File: config.mk
export PLATFORM = sky130hd
export DESIGN_NAME = pending_request_queue_tag_match_unit
export DESIGN_NICKNAME = d
export VERILOG_FILES = /design/src/hdl/prqtm_pkg.sv /design/src/hdl/prqtm_cell.sv /design/src/hdl/pending_request_queue_tag_match_unit.sv
export SDC_FILE = /design/constraint.sdc
export NUM_CORES = 2
export LEC_CHECK = 0
export ABC_AREA = 0
export BUFFER_PORTS_ARGS = -buffer_cell sky130_fd_sc_hd__clkbuf_2
export CORE_ASPECT_RATIO = 1.75
export CORE_MARGIN = 5
export CORE_UTILIZATION = 39
export DETAILED_ROUTE_END_ITERATION = 6
export PLACE_DENSITY = 0.55
export SYNTH_ARGS = -nofsm -noshare
export SYNTH_HDL_FRONTEND = slang
export SYNTH_SLANG_ARGS = --single-unit
File: constraint.sdc
create_clock -name clk -period 9.9 [get_ports clk]
set_input_delay 0 -clock clk [delete_from_list [all_inputs] [get_ports clk]]
set_output_delay 0 -clock clk [all_outputs]
set_load 0.02 [all_outputs]
File: src/hdl/prqtm_pkg.sv
// ---------------------------------------------------------------------------
// prqtm_pkg
// Shared types and constants for the pending request queue with tag match.
// ---------------------------------------------------------------------------
package prqtm_pkg;

    localparam int QUEUE_DEPTH = 16;
    localparam int HANDLE_BITS = 16;
    localparam int CNT_W       = $clog2(QUEUE_DEPTH + 1);

    typedef enum logic [1:0] {
        FUNC_ENQUEUE = 2'd0,
        FUNC_DEQUEUE = 2'd1,
        FUNC_REMOVE  = 2'd2
    } func_t;

    typedef enum logic [1:0] {
        ST_OK       = 2'd0,
        ST_EMPTY    = 2'd1,
        ST_FULL     = 2'd2,
        ST_NOTFOUND = 2'd3
    } status_t;

    typedef enum logic {
        S_IDLE,
        S_EXEC
    } state_t;

    typedef struct packed {
        func_t       func;
        logic [15:0] request_handle;
        logic [63:0] tag;
    } req_t;

    typedef struct packed {
        status_t     status;
        logic [15:0] out_handle;
        logic [63:0] out_tag;
    } rsp_t;

    typedef struct packed {
        logic [HANDLE_BITS-1:0] handle;
        logic [63:0]            tag;
    } entry_t;

    typedef struct packed {
        logic        capture;
        logic [63:0] cmp_tag;
        logic        by_tag;
        logic        removing;
        logic        writing;
        entry_t      wr_entry;
    } cell_ctrl_t;

endpackage

File: src/hdl/prqtm_cell.sv
// ---------------------------------------------------------------------------
// prqtm_cell
// One queue slot: holds an entry, compares its tag, passes the first-match
// flag on to the next younger slot and shifts down from it on removal.
// ---------------------------------------------------------------------------
module prqtm_cell (
    input  logic                   clk,
    input  prqtm_pkg::cell_ctrl_t  ctrl,
    input  logic                   live,
    input  logic                   wr_sel,
    input  logic                   head_pick,
    input  logic                   found_in,
    input  prqtm_pkg::entry_t      nbr,
    output prqtm_pkg::entry_t      entry,
    output logic                   found_out,
    output prqtm_pkg::entry_t      taken
);
    import prqtm_pkg::*;

    entry_t entry_reg;
    entry_t entry_next;
    logic   match_reg;
    logic   hit;

    assign hit       = live & (ctrl.by_tag ? match_reg : head_pick);
    assign found_out = found_in | hit;
    assign taken     = (hit & ~found_in) ? entry_reg : '0;
    assign entry     = entry_reg;

    always_comb
    begin
        if (ctrl.removing && found_out)
        begin
            entry_next = nbr;
        end
        else if (ctrl.writing && wr_sel)
        begin
            entry_next = ctrl.wr_entry;
        end
        else
        begin
            entry_next = entry_reg;
        end
    end

    always_ff @(posedge clk)
    begin
        if (ctrl.capture)
        begin
            match_reg <= (entry_reg.tag == ctrl.cmp_tag);
        end
        entry_reg <= entry_next;
    end

endmodule

File: src/hdl/pending_request_queue_tag_match_unit.sv
// ---------------------------------------------------------------------------
// pending_request_queue_tag_match_unit
// Ordered queue of pending requests with enqueue, dequeue and removal of
// the first entry whose tag matches, built as a chain of slot cells.
// ---------------------------------------------------------------------------
//  channel  | signals                  | direction | contents
//  req      | req_valid, req_stall     | in        | func, request_handle, tag
//  rsp      | rsp_valid, rsp_stall     | out       | status, out_handle, out_tag
//
//  each transaction: the accept edge latches the tag compare in every slot,
//  then the execute state resolves the first match along the chain,
//  shifts the younger slots down or writes the new entry, and registers the result
//  reset clears the fill count, the state and the result valid flag only
//  a stalled result waits in the rsp register; the next request is still
//  taken, and waits in execute until the rsp register frees
// ---------------------------------------------------------------------------
module pending_request_queue_tag_match_unit (
    input  logic             clk,
    input  logic             rst_n,
    input  logic             req_valid,
    output logic             req_stall,
    input  prqtm_pkg::req_t  req,
    output logic             rsp_valid,
    input  logic             rsp_stall,
    output prqtm_pkg::rsp_t  rsp
);
    import prqtm_pkg::*;

    state_t           state_reg;
    state_t           state_next;
    logic [CNT_W-1:0] count_reg;
    logic [CNT_W-1:0] count_next;
    req_t             op_reg;
    rsp_t             rsp_reg;
    rsp_t             rsp_next;
    logic             rsp_valid_reg;
    logic             rsp_valid_next;

    logic             accept;
    logic             fire;
    logic             full;
    logic             found;
    cell_ctrl_t       ctrl;
    entry_t           taken_all;

    entry_t           entry  [QUEUE_DEPTH];
    entry_t           taken  [QUEUE_DEPTH];
    logic             chain  [QUEUE_DEPTH+1];

    assign full   = (count_reg == CNT_W'(QUEUE_DEPTH));
    assign accept = req_valid & ~req_stall;
    assign fire   = (state_reg == S_EXEC) & (~rsp_valid_reg | ~rsp_stall);
    assign found  = chain[QUEUE_DEPTH];

    // state machine: next state
    always_comb
    begin
        state_next = state_reg;
        unique case (state_reg)
            S_IDLE:
            begin
                if (req_valid)
                begin
                    state_next = S_EXEC;
                end
            end
            S_EXEC:
            begin
                if (fire)
                begin
                    state_next = S_IDLE;
                end
            end
            default:
            begin
                state_next = S_IDLE;
            end
        endcase
    end

    // state machine: outputs
    always_comb
    begin
        unique case (state_reg)
            S_IDLE:  req_stall = 1'b0;
            S_EXEC:  req_stall = 1'b1;
            default: req_stall = 1'b1;
        endcase
    end

    always_comb
    begin
        ctrl.capture         = accept;
        ctrl.cmp_tag         = req.tag;
        ctrl.by_tag          = (op_reg.func == FUNC_REMOVE);
        ctrl.removing        = fire & ((op_reg.func == FUNC_REMOVE) ||
                                       (op_reg.func == FUNC_DEQUEUE));
        ctrl.writing         = fire & (op_reg.func == FUNC_ENQUEUE) & ~full;
        ctrl.wr_entry.handle = op_reg.request_handle[HANDLE_BITS-1:0];
        ctrl.wr_entry.tag    = op_reg.tag;
    end

    assign chain[0] = 1'b0;

    genvar k;
    generate
        for (k = 0; k < QUEUE_DEPTH; k++)
        begin : g_cell
            entry_t nbr;
            logic   head_pick;
            if (k == QUEUE_DEPTH - 1)
            begin : g_last
                assign nbr = '0;
            end
            else
            begin : g_mid
                assign nbr = entry[k+1];
            end
            if (k == 0)
            begin : g_head
                assign head_pick = (op_reg.func == FUNC_DEQUEUE);
            end
            else
            begin : g_body
                assign head_pick = 1'b0;
            end
            prqtm_cell u_cell (
                .clk       (clk),
                .ctrl      (ctrl),
                .live      (CNT_W'(k) < count_reg),
                .wr_sel    (CNT_W'(k) == count_reg),
                .head_pick (head_pick),
                .found_in  (chain[k]),
                .nbr       (nbr),
                .entry     (entry[k]),
                .found_out (chain[k+1]),
                .taken     (taken[k])
            );
        end
    endgenerate

    always_comb
    begin
        taken_all = '0;
        for (int i = 0; i < QUEUE_DEPTH; i++)
        begin
            taken_all = taken_all | taken[i];
        end
    end

    always_comb
    begin
        rsp_next            = '0;
        count_next          = count_reg;
        case (op_reg.func)
            FUNC_ENQUEUE:
            begin
                if (full)
                begin
                    rsp_next.status = ST_FULL;
                end
                else
                begin
                    count_next = count_reg + CNT_W'(1);
                end
            end
            FUNC_DEQUEUE, FUNC_REMOVE:
            begin
                if (found)
                begin
                    count_next          = count_reg - CNT_W'(1);
                    rsp_next.out_handle = 16'(taken_all.handle);
                    rsp_next.out_tag    = taken_all.tag;
                end
                else if (op_reg.func == FUNC_DEQUEUE)
                begin
                    rsp_next.status = ST_EMPTY;
                end
                else
                begin
                    rsp_next.status = ST_NOTFOUND;
                end
            end
            default:
            begin
                rsp_next.status = ST_OK;
            end
        endcase
    end

    always_comb
    begin
        rsp_valid_next = rsp_valid_reg;
        if (fire)
        begin
            rsp_valid_next = 1'b1;
        end
        else if (rsp_valid_reg && !rsp_stall)
        begin
            rsp_valid_next = 1'b0;
        end
    end

    always_ff @(posedge clk or negedge rst_n)
    begin
        if (!rst_n)
        begin
            state_reg     <= S_IDLE;
            count_reg     <= '0;
            rsp_valid_reg <= 1'b0;
        end
        else
        begin
            state_reg     <= state_next;
            rsp_valid_reg <= rsp_valid_next;
            if (fire)
            begin
                count_reg <= count_next;
            end
        end
    end

    always_ff @(posedge clk)
    begin
        if (accept)
        begin
            op_reg <= req;
        end
        if (fire)
        begin
            rsp_reg <= rsp_next;
        end
    end

    assign rsp_valid = rsp_valid_reg;
    assign rsp       = rsp_reg;

endmodule
==> impl_metrics.ini <==
[die]
die_h_um = 615
num_rows = 222
initial_core_util_pct = 39.1
die_x_um = 356
core_um2 = 209000
ios = 170
dieArea_um2 = 219000

[worst_setup_path]
cp_num_buf_inv = 4
worstSetupPathType = register to register
path_cells = inv_1 -> ha_1 -> mux2_4 -> o21ba_4 -> o2111ai_4 -> buf_4 -> buf_12 -> or3_1 -> o21ai_4 -> nand2_4 -> buf_4
worst_setup_path_end_kind = register
cp_max_fo = 93
cpLargestDelayFamily = compound AO/OA/AOI/OAI gates
crit_arrival_ns = 7.02
cpPeakStageDelay_ns = 0.85
crit_path_frequent_cell = buf_4
required_ns = 10.36
r2r_cells = 11
crit_slowest_cell = o21ai_4
critPathLaunchType = register
worstSetupPathDepth = 11

[clock_tree]
cts.clk_slew.worst_paths_ns = 0.08
cts_tree = built
root_buffer = clkbuf_16
ctsResizeCount = 0
clk_latency_ns = 0.87
cts_buffer_depth = 4
clock_sinks = 1467
numCtsBuffers = 162
htree_levels = 4

[synth]
synthTopCellsByArea = edfxtp_1 (51%), mux2_2 (16%), xor2_1 (11%)
yosysTopAreaCell = edfxtp_1
async_flop_share_pct = 0.477
yosysSeqAreaShare_pct = 52.9
yosysMostFrequentCell = edfxtp_1
synth-xor-area-share_pct = 11.0
yosysWarnings = 0
synth_area_um2 = 81600
ys_ff_latch = 1467
synth_ff_type = edfxtp_1
synthAdderAreaFrac_pct = 0.138
synth-simple-area-share_pct = 7.30
syn-num-nets = 6553
synth_commonest_cells = edfxtp_1 (1380), mux2_2 (1180), xor2_1 (1019)
ys_types = 71
synth_top_family_by_area = multiplexers
synth-compound-area-share_pct = 8.56
synth_cells = 6458
syn_avg_cell_area_um2 = 12.6
synth_edf_count = 1380
synth_top_area_share_pct = 50.8
synth.area.mux_share_pct = 16.6

[finish]
largest_reg_flops = 1280
num-fill-cells = 19190
syn_to_final_growth_pct = 14.3
design_area_um2 = 93300
drive_gt1_share_pct = 30.0
nets = 6617

[flow_run]
cap_viol_max_count = 15

[timing]
rsz0062_at_grt = no
min_period_over_period_pct = 66.3
clock_skew_ns = 0.0327
hold_violations = 0
maxSlewViolCount = 25
fin_crit_ns = 6.56
setup_violations = 0
maxSlewHeadroom_pct = -18.4
hold_slack_ns = 0.0606
setup_tns_ns = 0
tightest_slew_ns = 1.78
fmax_mhz = 152

[route]
num_vias = 68911
viasPerCell = 7.24
ant_nets = 0
wire_per_inst_um = 58.5
dr.pass1.iters = 7
drc_errors = 47
finalWirelength_mm = 557
drt_iter0_markers = 11607

[placed_design]
gp_congestion = 1.14
placed_cell_area_um2 = 86300
portBuffers = 169
dpl.hpwl_mm = 386

[min_path]
hold_depth = 1
hp-class = primary input to register

[power]
powerDensity_nw_per_um2 = 302
peakVddDrop_uv = 230
p_leak_nw = 30.9

[global_routing]
grt-ovfl-total = 0
track_usage_pct = 49.8
grt_pass1_wl_mm = 707
grt_start_max_net_pins = 94
antenna_found_initial = 96
grt_pass1_vias = 63550

[run_status]
violations = DRC, capacitance limit, slew limit
status = complete, but fails checks
cells by family (layout without fill, tap and decap cells):
kind of cell / count (synthesis) / in the layout
AND/OR/NAND/NOR: 1099 / 1099
adder cells (fa/ha/maj): 9 / 9
buffers and inverters: 717 / 905
XOR/XNOR: 1024 / 1024
multiplexers: 1202 / 1202
AO/OA/AOI/OAI: 940 / 940
other: 0 / 74
flip-flops: 1467 / 1467
metrics by stage:
stage               std cells  worst slack (ns)  util (%)  power, W
global route             9450              3.35      44.7    0.0280
floorplan                6458              1.51         -    0.0148
finish                   9520              3.34      44.7    0.0282
CTS                      9426              3.42      44.4    0.0274
detailed placement       9035              3.46      41.4    0.0211
global placement         9035              3.48      41.4    0.0210
per-layer routing:
metal | global-route usage (%) | routed length [µm] | vias up
met4 | 50.4 | 75900 | 26
met1 | 52.5 | 176000 | 35026
met3 | 17.9 | 61900 | 2281
met5 | 0 | 175 | -
li1 | - | - | 25046
met2 | 75.0 | 244000 | 6532
layout by cell type, fill, tap and decap left out, types with 18 or more instances in the layout:
cell	netlist	layout
and3_1	83	81
nor3b_1	83	83
xor2_1	1019	983
nor3_1	92	89
diode_2	0	74
clkbuf_2	0	169
a21oi_1	89	83
xor2_2	0	34
a211oi_1	86	86
a222oi_1	79	79
nor4_2	3	35
nor4_1	352	307
dlygate4sd3_1	0	103
a221oi_1	80	80
nand2_1	278	273
a2111oi_0	73	73
mux2_2	1180	1179
o21ai_0	88	88
dfxtp_1	80	80
nor2_1	101	92
edfxtp_1	1380	1380
clkinv_2	0	34
o221ai_1	81	81
clkbuf_16	0	166
buf_12	0	18
inv_1	94	94
mux2_1	21	21
nand4_1	65	65
a22oi_1	155	155
buf_4	0	214
clkbuf_1	490	36
a31oi_1	161	160
clkbuf_8	0	18
cell type report:
class,count,area (µm²),area share [%]
Clock buffer,220,4540,4.86
Timing Repair Buffer,523,4150,4.45
Inverter,94,353,0.378
Sequential cell,1467,43200,46.3
Multi-Input combinational cell,4274,36700,39.4
Clock inverter,68,647,0.693
Tap cell,2800,3500,3.75
Antenna cell,74,185,0.198
power breakdown:
group	total, W	internal (W)	switching (W)
Sequential	0.0108	0.00893	0.00185
Combinational	0.0111	0.00293	0.00815
Clock	0.00636	0.00348	0.00288
timing repair:
item / CTS / global route
hold buffers: 103 / 0
setup buffers: 0 / 0
endpoints found under the hold margin: 130 / 0
worst paths after layout:
path / start / end / slack [ns]
max in group asynchronous: rst_n / count_reg[4] / 9.50
worst max-delay path: op_reg[80] / g_cell[14].u_cell.entry[43] / 3.34
worst min-delay path: req[1] / ctrl[1] / 0.06
worst max register to register: op_reg[80] / g_cell[14].u_cell.entry[43] / 3.34
worst min register to register: g_cell[15].u_cell.entry[69] / g_cell[15].u_cell.entry[69] / 0.48
min in group asynchronous: rst_n / count_reg[0] / 0.13
No activity file was read; power rests on OpenSTA's default activity.
